`src/sv/tkp_pkg.sv`:
```
`timescale 1ns / 1ps
// ----------------------------------------------------------------------------
// tkp_pkg - shared types and constants of the top-k peak tracker
// Entry layout, cell control word, moment accumulators and field widths.
// ----------------------------------------------------------------------------
package tkp_pkg;

	// number of cells in the sorted chain
	localparam int LIST_DEPTH = 16;

	// fixed field widths
	localparam int MAG_W   = 24;
	localparam int POS_W   = 16;
	localparam int RANK_W  = 6;
	localparam int COUNT_W = 32;
	localparam int SUM_W   = 56;
	localparam int SQ_W    = 64;

	// report slot counter
	localparam int CNT_W = (LIST_DEPTH > 1) ? $clog2(LIST_DEPTH) : 1;
	localparam logic [CNT_W-1:0] LAST_SLOT = CNT_W'(LIST_DEPTH - 1);

	// packed stream widths
	localparam int S_FIELDS_W = MAG_W + 2 * POS_W;
	localparam int S_DATA_W   = ((S_FIELDS_W + 7) / 8) * 8;
	localparam int M_FIELDS_W = RANK_W + 2 * POS_W + MAG_W + COUNT_W + SUM_W + SQ_W;
	localparam int M_DATA_W   = ((M_FIELDS_W + 7) / 8) * 8;
	localparam int M_USER_W   = 2;

	// one slot of the peak list
	typedef struct packed {
		logic             valid;
		logic [MAG_W-1:0] value;
		logic [POS_W-1:0] freq;
		logic [POS_W-1:0] tpos;
	} entry_t;

	// broadcast control to every cell
	typedef struct packed {
		logic   ins;     // sample word accepted: insert
		logic   shift;   // report word taken: shift towards head
		entry_t sample;  // incoming sample
		entry_t head;    // entry currently at the head of the chain
	} cell_ctl_t;

	// running moments
	typedef struct packed {
		logic [COUNT_W-1:0] count;
		logic [SUM_W-1:0]   sum;
		logic [SQ_W-1:0]    squares;
	} moments_t;

	// positions within plus or minus one, no wrap
	function automatic logic near_pos(input logic [POS_W-1:0] a, input logic [POS_W-1:0] b);
		logic [POS_W:0] ax;
		logic [POS_W:0] bx;
		ax = {1'b0, a};
		bx = {1'b0, b};
		return (ax == bx) || (ax == bx + 1'b1) || (bx == ax + 1'b1);
	endfunction

endpackage

```
`src/sv/tkp_moments.sv`:
```
`timescale 1ns / 1ps
// ----------------------------------------------------------------------------
// tkp_moments - running count, sum and saturating sum of squares
// Square is registered first, then the wide accumulate registers the sums.
// ----------------------------------------------------------------------------
module tkp_moments import tkp_pkg::*; (
	input  logic             clk,
	input  logic             arst_n,
	input  logic             sample_en,
	input  logic [MAG_W-1:0] mag,
	input  logic             clear,
	output moments_t         mom
);

	logic                  v_s1;
	logic [MAG_W-1:0]      mag_s1;
	logic [2*MAG_W-1:0]    sq_s1;
	moments_t              mom_q;
	logic [SQ_W:0]         sq_add;

	// stage 1: square
	always_ff @(posedge clk or negedge arst_n) begin
		if (!arst_n) begin
			v_s1 <= 1'b0;
		end else begin
			v_s1 <= sample_en;
		end
	end

	always_ff @(posedge clk) begin
		mag_s1 <= mag;
		sq_s1  <= mag * mag;
	end

	// stage 2: accumulate with saturation on squares
	assign sq_add = {1'b0, mom_q.squares} + (SQ_W + 1)'(sq_s1);

	always_ff @(posedge clk or negedge arst_n) begin
		if (!arst_n) begin
			mom_q <= '0;
		end else if (clear) begin
			mom_q <= '0;
		end else if (v_s1) begin
			mom_q.count   <= mom_q.count + 1'b1;
			mom_q.sum     <= mom_q.sum + SUM_W'(mag_s1);
			mom_q.squares <= sq_add[SQ_W] ? {SQ_W{1'b1}} : sq_add[SQ_W-1:0];
		end
	end

	assign mom = mom_q;

endmodule

```
`config.mk`:
```
export PLATFORM = sky130hd
export DESIGN_NAME = tkp_moments
export DESIGN_NICKNAME = d
export VERILOG_FILES = /design/src/sv/tkp_pkg.sv /design/src/sv/tkp_moments.sv
export SDC_FILE = /design/constraint.sdc
export NUM_CORES = 2
export LEC_CHECK = 0
export ABC_AREA = 1
export BUFFER_PORTS_ARGS = -buffer_cell sky130_fd_sc_hd__clkbuf_2
export CAP_MARGIN = 15
export CORE_AREA = 2 2 289 291
export DETAILED_ROUTE_END_ITERATION = 12
export DIE_AREA = 0 0 291 293
export PLACE_DENSITY = 0.55
export SLEW_MARGIN = 20
export SYNTH_ARGS = -nofsm -noshare
export SYNTH_HDL_FRONTEND = slang
export SYNTH_SLANG_ARGS = --single-unit
```
`constraint.sdc`:
```
create_clock -name clk -period 4.5 [get_ports clk]
set_input_delay 0.45 -clock clk [delete_from_list [all_inputs] [get_ports clk]]
set_output_delay 0.45 -clock clk [all_outputs]
set_load 0.02 [all_outputs]
```
==> summary.md <==
| Metric | Value |
|---|---|
| Clk pin slew, worst setup/hold paths | `0.06 ns` |
| Iteration-0 DRC Markers | `1644` |
| Initial antenna violation count | `0` |
| Critical path fanouts, max | `8` |
| Minimum clock period | `5.620 ns` |
| Mapped Avg Cell Area | `7.100 um2` |
| Fin. Hold Viols | `0` |
| I/O pin total | `180` |
| Synth Flop Type | `dfrtp_1` |
| Worst slew pin tran | `1.069 ns` |
| Post-synth net total | `5284` |
| Row cnt | `105` |
| Clock sink total | `223` |
| Number of global-route vias before repair | `29784` |
| Final net count | `5846` |
| Maxcap violations | `0` |
| Post-synthesis register bit count | `223` |
| Pre-Repair DR Iteration Count | `6` |
| Relative slew margins | `0.2872` |
| Final Max Tran Viols | `0` |
| TritonCTS buffer count | `27` |
| Critical path class | `input pin to register` |
| Worst Skew | `0.03262 ns` |
| Post-route ant nets | `0` |
| CP arrival | `6.14 ns` |
| Yosys warns | `0` |
| Delay-heaviest family, CP | `adder cells` |
| Yosys cell types | `54` |
| CORE AREA | `0.08185 mm2` |
| Clock latency on the worst-skew pair | `0.61 ns` |
| EDFF count, synth | `0` |
| Fillers | `8026` |
| CTS tree | `yes` |
| Setup TNS | `-34.64 ns` |
| Die Y | `293 um` |
| Routed WL | `103.8 mm` |
| Global-route wire length before repair | `162.4 mm` |
| Drt wl/cell | `16.66 um` |
| PnR worst setup slack | `-1.120 ns` |
| RSZ-0062 raised after global routing | `yes` |
| # diodes | `0` |
| Register area share after synthesis | `0.1609` |
| WP buf/inv | `11` |
| Fin Hold WS | `0.1440 ns` |
| # port buffers | `179` |
| Via density | `4.768` |
| CP max-delay cell | `fa_2` |
| Vias | `29702` |
| Share of cells above drive strength 1 | `0.2285` |
| Outcome | `complete, but fails checks` |
| Root Buffer | `clkbuf_16` |
| Placer Congestion | `0.9565` |
| Syn Inst Count | `4577` |
| Grt total ovfl | `0` |
| Largest net degree at the start of global routing | `91` |
| Violated checks | `setup timing` |
| DRC viols | `0` |
| CTS H-tree depth | `1` |
| Type of the most critical hold path | `input pin to register` |
| Max Freq | `177.9 MHz` |
| Synthesized area | `0.03249 mm2` |
| Most frequent CP cell | `fa_1` |
| Overall global routing resource usage | `0.2386` |
| Crit-path max cell delay | `0.53 ns` |
| Clk buf depth | `3` |
| Post-synth ARST share | `0.6861` |
| Starting density of the core | `0.3970` |
| Die W | `291 um` |
| Final setup viols | `39` |
| Hpwl dp | `84.46 mm` |
| Final cycle utilization of the critical path | `1.249` |
| CP required | `5.02 ns` |
| Die area | `0.08526 mm2` |
| P&R area growth vs syn | `29.91%` |
| CP endpoint kind | `register` |
| Crit path launch type | `input pin` |
==> layout make-up <==
| cell class | instances | area (um2) | share of cell area |
|---|---|---|---|
| inverters | 1175 | 4425 | 0.1048 |
| clock buffers | 31 | 742.0 | 0.01758 |
| repair buffers | 617 | 5380 | 0.1275 |
| clock inverters | 19 | 262.8 | 0.006224 |
| well taps | 1070 | 1339 | 0.03171 |
| multi-input cells | 3095 | 24830 | 0.5883 |
| flip-flops and latches | 223 | 5230 | 0.1239 |
==> registers in the layout (all words and copies together), names as in the netlist <==
register  flops
v_s1          1
sq_s1        47
mom         152
mag_s1       23
==> placed cells by master (no fill, tap or decap), types with 60 or more instances in the layout <==
cell type and instances:
nand2_1 1195, inv_1 1060, fa_1 393, buf_4 312, nor2_1 261, ha_1 209
nand3_1 166, clkbuf_2 160, dfrtp_1 153, a21oi_1 121, inv_2 107, nand2_2 84
buf_6 72, dfxtp_1 70, o21ai_0 62, xor2_1 60
==> worst register-to-register path: cells and delay by family (launching register included) <==
family / cells / cell delay, ns
adders and majority gates: 1 / 0.43
DFF: 1 / 0.43
and+or+nand+nor: 10 / 1.83
==> metrics by stage <==
| step | setup slack, ns | cells | instance area, um2 | util |
|---|---|---|---|---|
| after CTS | -1.056 | 6151 | 40270 | 0.4920 |
| after floorplan | -1.140 | 4577 | 33870 | - |
| after global placement | -1.991 | 6071 | 37940 | 0.4635 |
| final | -1.120 | 6230 | 42210 | 0.5158 |
| after detailed placement | -1.992 | 6071 | 37940 | 0.4635 |
| after global routing | -1.291 | 6230 | 42210 | 0.5158 |
==> routing by layer <==
metal	wire, um	up-vias	global-route usage
met5	0	-	0
met4	2348	0	0.05080
met3	3771	116	0.01362
met2	50050	598	0.4092
met1	47600	14257	0.3335
li1	-	14731	-
==> Yosys cell counts (11+ instances only) <==
library cell / count / area share
dfxtp_1: 70 / 0.043
a31oi_1: 11 / 0.0021
inv_1: 1168 / 0.13
nor2_1: 319 / 0.037
o21ai_0: 84 / 0.013
dfrtp_1: 153 / 0.12
xnor2_1: 17 / 0.0046
clkbuf_1: 72 / 0.0083
fa_1: 428 / 0.26
a21o_1: 13 / 0.0030
o21ai_1: 36 / 0.0055
nand3_1: 178 / 0.027
nand4_1: 38 / 0.0073
o21bai_1: 11 / 0.0025
nor4_1: 28 / 0.0054
xor2_1: 70 / 0.019
ha_1: 251 / 0.097
nand2_1: 1333 / 0.15
a21oi_1: 151 / 0.023
nor3_1: 45 / 0.0069
==> cell families after synthesis <==
family	count (synthesis)	share of synthesized area
AND/OR/NAND/NOR	1990	0.2503
buffers and inverters	1259	0.1472
adder cells (fa/ha/maj)	679	0.3603
AO/OA/AOI/OAI	338	0.05741
flip-flops	223	0.1609
XOR/XNOR	87	0.02345
multiplexers	1	0.0003465
==> repair_timing <==
item                       CTS  global route
pin swaps                   83           205
hold endpoints to repair    82             0
buffers inserted            26            82
gates resized for setup    261           337
hold buffers                 2             0
cloned                       4             5
setup endpoints to repair   39            39
==> path summary, 6_finish.rpt <==
path | from | to | slack, ns | cells after the start
worst max-delay path | mag[16] | sq_s1[36] | -1.12 | 29
min in group asynchronous | arst_n | mom[93] | 0.49 | 2
worst min register to register | mom[38] | mom[38] | 0.52 | 2
worst max register to register | mom[33] | mom[42] | 1.75 | 11
worst min-delay path | mag[23] | mag_s1[23] | 0.14 | 2
max in group asynchronous | arst_n | mom[40] | 2.92 | 3
Power is not shown: default switching activity piles up to over one toggle a cycle in this logic, so the estimate is an artifact.
