**src/sv/tkp_pkg.sv**
```systemverilog
`timescale 1ns / 1ps
// ----------------------------------------------------------------------------
// tkp_pkg - shared types and constants of the top-k peak tracker
// Entry layout, cell control word, moment accumulators and field widths.
// ----------------------------------------------------------------------------
package tkp_pkg;

	// number of cells in the sorted chain
	localparam int LIST_DEPTH = 16;

	// fixed field widths
	localparam int MAG_W   = 24;
	localparam int POS_W   = 16;
	localparam int RANK_W  = 6;
	localparam int COUNT_W = 32;
	localparam int SUM_W   = 56;
	localparam int SQ_W    = 64;

	// report slot counter
	localparam int CNT_W = (LIST_DEPTH > 1) ? $clog2(LIST_DEPTH) : 1;
	localparam logic [CNT_W-1:0] LAST_SLOT = CNT_W'(LIST_DEPTH - 1);

	// packed stream widths
	localparam int S_FIELDS_W = MAG_W + 2 * POS_W;
	localparam int S_DATA_W   = ((S_FIELDS_W + 7) / 8) * 8;
	localparam int M_FIELDS_W = RANK_W + 2 * POS_W + MAG_W + COUNT_W + SUM_W + SQ_W;
	localparam int M_DATA_W   = ((M_FIELDS_W + 7) / 8) * 8;
	localparam int M_USER_W   = 2;

	// one slot of the peak list
	typedef struct packed {
		logic             valid;
		logic [MAG_W-1:0] value;
		logic [POS_W-1:0] freq;
		logic [POS_W-1:0] tpos;
	} entry_t;

	// broadcast control to every cell
	typedef struct packed {
		logic   ins;     // sample word accepted: insert
		logic   shift;   // report word taken: shift towards head
		entry_t sample;  // incoming sample
		entry_t head;    // entry currently at the head of the chain
	} cell_ctl_t;

	// running moments
	typedef struct packed {
		logic [COUNT_W-1:0] count;
		logic [SUM_W-1:0]   sum;
		logic [SQ_W-1:0]    squares;
	} moments_t;

	// positions within plus or minus one, no wrap
	function automatic logic near_pos(input logic [POS_W-1:0] a, input logic [POS_W-1:0] b);
		logic [POS_W:0] ax;
		logic [POS_W:0] bx;
		ax = {1'b0, a};
		bx = {1'b0, b};
		return (ax == bx) || (ax == bx + 1'b1) || (bx == ax + 1'b1);
	endfunction

endpackage

```
**src/sv/tkp_cell.sv**
```systemverilog
`timescale 1ns / 1ps
// ----------------------------------------------------------------------------
// tkp_cell - one slot of the sorted peak chain
// Takes a new sample or its upper neighbour's entry on insertion, takes its
// lower neighbour's entry on report shift, and tracks nearness to the head.
// ----------------------------------------------------------------------------
module tkp_cell import tkp_pkg::*; (
	input  logic      clk,
	input  logic      arst_n,
	input  cell_ctl_t ctl,
	input  logic      up_take,     // upper neighbour takes the sample or its own upper
	input  entry_t    up_entry,
	input  entry_t    down_entry,
	input  logic      down_near,   // lower neighbour's near flag, head compare included
	output logic      take,
	output entry_t    entry,
	output logic      near_q,
	output logic      near_out
);

	entry_t           ent_d;
	logic             valid_q;
	logic [MAG_W-1:0] value_q;
	logic [POS_W-1:0] freq_q;
	logic [POS_W-1:0] tpos_q;

	// current entry
	assign entry = '{valid: valid_q, value: value_q, freq: freq_q, tpos: tpos_q};

	// sample belongs here or below: slot empty or strictly exceeded
	assign take = !valid_q || (ctl.sample.value > value_q);

	// next entry contents
	always_comb begin
		ent_d = entry;
		if (ctl.shift) begin
			ent_d = down_entry;
		end else if (ctl.ins && take) begin
			ent_d = up_take ? up_entry : ctl.sample;
		end
	end

	// valid and near flags, an empty upper slot moves down still empty
	always_ff @(posedge clk or negedge arst_n) begin
		if (!arst_n) begin
			valid_q <= 1'b0;
			near_q  <= 1'b0;
		end else if (ctl.shift) begin
			valid_q <= down_entry.valid;
			near_q  <= down_near;
		end else if (ctl.ins && take) begin
			valid_q <= ent_d.valid;
			near_q  <= 1'b0;
		end
	end

	// payload
	always_ff @(posedge clk) begin
		value_q <= ent_d.value;
		freq_q  <= ent_d.freq;
		tpos_q  <= ent_d.tpos;
	end

	// head is a higher-ranked valid neighbour
	assign near_out = near_q || (valid_q && ctl.head.valid &&
		near_pos(ctl.head.freq, freq_q) && near_pos(ctl.head.tpos, tpos_q));

endmodule

```
**config.mk**
```make
export PLATFORM = sky130hd
export DESIGN_NAME = tkp_cell
export DESIGN_NICKNAME = d
export VERILOG_FILES = /design/src/sv/tkp_pkg.sv /design/src/sv/tkp_cell.sv
export SDC_FILE = /design/constraint.sdc
export NUM_CORES = 1
export LEC_CHECK = 0
export ABC_AREA = 1
export BUFFER_PORTS_ARGS = -buffer_cell sky130_fd_sc_hd__buf_2
export CORE_AREA = 2 2 115 117
export DETAILED_ROUTE_END_ITERATION = 7
export DIE_AREA = 0 0 117 119
export PLACE_DENSITY = 0.87
export SLEW_MARGIN = 15
export SYNTH_ARGS = -nofsm -noshare
export SYNTH_HDL_FRONTEND = slang
export SYNTH_SLANG_ARGS = --single-unit
export TNS_END_PERCENT = 50
```
**constraint.sdc**
```tcl
create_clock -name clk -period 6.7 [get_ports clk]
set_input_delay 0.67 -clock clk [delete_from_list [all_inputs] [get_ports clk]]
set_output_delay 0.67 -clock clk [all_outputs]
set_load 0.02 [all_outputs]
```
==> impl_metrics.py <==
metrics = {
    "status": {
        "outcome": "finished, final reports clean",
    },
    "detailed_routing": {
        "remaining_drc_errors": 0,
        "viasPerCell": 5.20,
        "drtIter0Drc": 652,
        "first_pass_iters": 5,
        "antenna_left": 0,
        "routed_wl_um": 19200,
        "wl_per_cell_um": 14.2,
        "vias": 7067,
    },
    "critical_path": {
        "reg2reg_from": "value_q[15]",
        "path_cells": "ha_1 > nand2_1 > nor2_4 > nand2_2 > nor2_4 > nand3_1 > nand2_1 > nand3_1 > nor2_1 > nand3_1 > nand3_1 > nand3_1 > nand2_1 > buf_2",
        "cp_slowest_cell": "edfxtp_1",
        "r2r_slack_ps": 3880,
        "end_kind": "primary output",
        "worstSetupStartpointType": "flop",
        "cp_num_buf_inv": 1,
        "crit_cells": 14,
        "cp_top_family": "simple AND/OR/NAND/NOR gates",
        "crit_path_end": "near_out",
        "cpPeakStageDelay_ps": 510,
        "cp-startpoint": "tpos_q[1]",
        "r2r_end": "tpos_q[2]",
        "path_common_cell": "nand3_1",
        "cp_data_arrival_time_ps": 2500,
        "path_class": "flop to primary output",
        "crit_required_ps": 6030,
        "reg2reg_depth": 13,
        "crit_fanout": 7,
    },
    "timing": {
        "fmax_ghz": 0.316,
        "fin_skew_ps": 7.29,
        "setup_viol": 0,
        "fin_ws_ps": 3530,
        "post-route-period-util": 0.472,
        "worst_pin_slew_ps": 1030,
        "slew_headroom": 0.311,
        "finalCriticalPeriod_ps": 3170,
        "fin_tns_setup_ps": 0,
        "grt_setup_unrepaired": "no",
        "slew_violations": 0,
        "hold_viol": 0,
    },
    "global_routing": {
        "overflow": 0,
        "grt_max_degree": 60,
        "grt_pass1_vias": 6579,
        "use_met2": 0.473,
        "antenna_found_initial": 0,
        "met3_usage": 0.0514,
        "grt_usage": 0.278,
        "globalRouteMet1Util": 0.354,
        "grt_first_pass_wirelength_um": 30800,
        "busiest_layer": "met2",
    },
    "die": {
        "io_pins": 294,
        "start_util": 0.454,
        "fp.dieW_um": 117,
        "die_y_um": 119,
        "die-area_um2": 13900,
        "num_rows": 42,
        "core_um2": 12900,
    },
    "cells_and_area": {
        "drive_above_1_share": 0.271,
        "layout_commonest_cell": "nand2_1",
        "fin_nets": 1439,
        "fin_util": 0.592,
        "layout_common_cells": "279 x nand2_1, 269 x buf_2, 129 x nor2_1, 122 x a21oi_1, 96 x inv_1",
        "syn_to_final_growth_pct": 30.2,
        "diodes": 0,
        "fill_cells": 1204,
    },
    "yosys": {
        "synthArstFlopShare": 0.0345,
        "synth_compound_area_frac": 0.122,
        "syn_nets": 1180,
        "netlist_area_um2": 5850,
        "synth_enable_flop_cells": 56,
        "synth.avg_cell_area_um2": 6.37,
        "synth-simple-area-share": 0.395,
        "synth_cell_type_count": 27,
        "yosysWarnings": 0,
        "synth_top_family_by_area": "simple AND/OR/NAND/NOR gates",
        "synth_cells": 918,
        "synthAdderAreaFrac": 0.0599,
        "synth.ff_latch_count": 58,
        "synthXorXnorAreaFrac": 0.0464,
        "synth_flop_cell": "edfxtp_1",
        "synthMuxAreaShare": 0,
        "yosysSeqAreaShare": 0.296,
    },
    "clocking": {
        "numCtsBuffers": 9,
        "post_cts_buffers": 0,
        "clk_latency_ps": 320,
        "cts_tree": "built",
        "cts_resized": 0,
        "htreeDepth": 3,
        "clock_path_buffers": 2,
        "cts_hold_buf": 0,
        "cts_root_buf": "clkbuf_16",
        "clk_pin_slew_ps": 50,
        "cts.sinks": 58,
    },
    "job": {
        "maxCapViolations": 0,
    },
    "power_and_ir_drop": {
        "leakagePower_nw": 3.95,
        "power.density_nw_per_um2": 185,
        "irDropWorstVdd_v": 0.000157,
    },
    "hold_path": {
        "hold_path.class": "input pin to asynchronous set/reset pin",
    },
    "placement": {
        "gp_congestion": 0.941,
        "dp_slack_ps": 3540,
        "place.port_buffers": 269,
        "post-dp-hpwl_um": 15100,
    },
}
==> registers in the layout, summed over array words and instances (netlist names) <==
signal and cells:
freq_q 16, value_q 24, near_q 1, valid_q 1, tpos_q 16
==> logic make-up (layout without fill, tap and decap cells) <==
group | Yosys count | in the layout
xor+xnor | 31 | 31
fa+ha+maj | 28 | 28
simple gates | 534 | 534
flops | 58 | 58
compound gates | 142 | 142
buf+inv | 125 | 389
==> synthesized netlist by cell type (5+ instances only) <==
cell,number,area share
nand2_1,280,0.18
nor2_2,6,0.0064
edfxtp_1,56,0.29
nand2_2,9,0.0096
nor2_4,10,0.019
buf_1,7,0.0045
nand4_1,20,0.021
nor4_1,5,0.0053
xnor2_1,17,0.025
ha_1,28,0.060
nor2_1,129,0.083
nand3b_1,8,0.010
a21oi_1,122,0.10
clkbuf_1,17,0.011
o21ai_0,15,0.013
inv_1,97,0.062
xor2_1,14,0.021
nand3_1,60,0.051
==> routing by layer <==
layer  part of all wire  wire length (µm)
met5                  0                 0
met4              0.020               384
met3              0.075              1440
met2               0.49              9380
met1               0.42              8050
==> final cells by class <==
| class | instances | area (µm²) | area share |
|---|---|---|---|
| repair buffers | 273 | 1380 | 0.181 |
| flip-flops and latches | 58 | 1730 | 0.227 |
| well taps | 176 | 220 | 0.0289 |
| multi-input cells | 735 | 3650 | 0.479 |
| clock inverters | 3 | 15.0 | 0.00197 |
| inverters | 100 | 375 | 0.0493 |
| clock buffers | 13 | 250 | 0.0329 |
==> stage by stage <==
stage / power (mW) / hold slack, ps / std cells / area (µm²)
2_1_floorplan: 0.803 / 374 / 918 / 5850
3_3_place_gp: 0.987 / 464 / 1342 / 7350
4_1_cts: 1.41 / 120 / 1358 / 7620
5_1_grt: 1.50 / 121 / 1358 / 7620
3_5_place_dp: 0.997 / 465 / 1342 / 7350
6_report: 1.41 / 132 / 1358 / 7620
==> worst min path at each step <==
stage / from / end / slack [ps] / cells after the start
5_1_grt: arst_n / valid_q / 120 / 1
4_1_cts: arst_n / valid_q / 120 / 1
6_report: arst_n / valid_q / 130 / 1
3_3_place_gp: arst_n / valid_q / 460 / 1
2_1_floorplan: arst_n / near_q / 370 / 0
3_5_place_dp: arst_n / valid_q / 460 / 1
==> where the power goes <==
part | internal [mW] | switching, mW | total (mW)
Combinational | 0.184 | 0.317 | 0.501
Sequential | 0.451 | 0.0455 | 0.497
Clock | 0.258 | 0.151 | 0.409
Note: power is estimated with default switching activity, not from simulation.
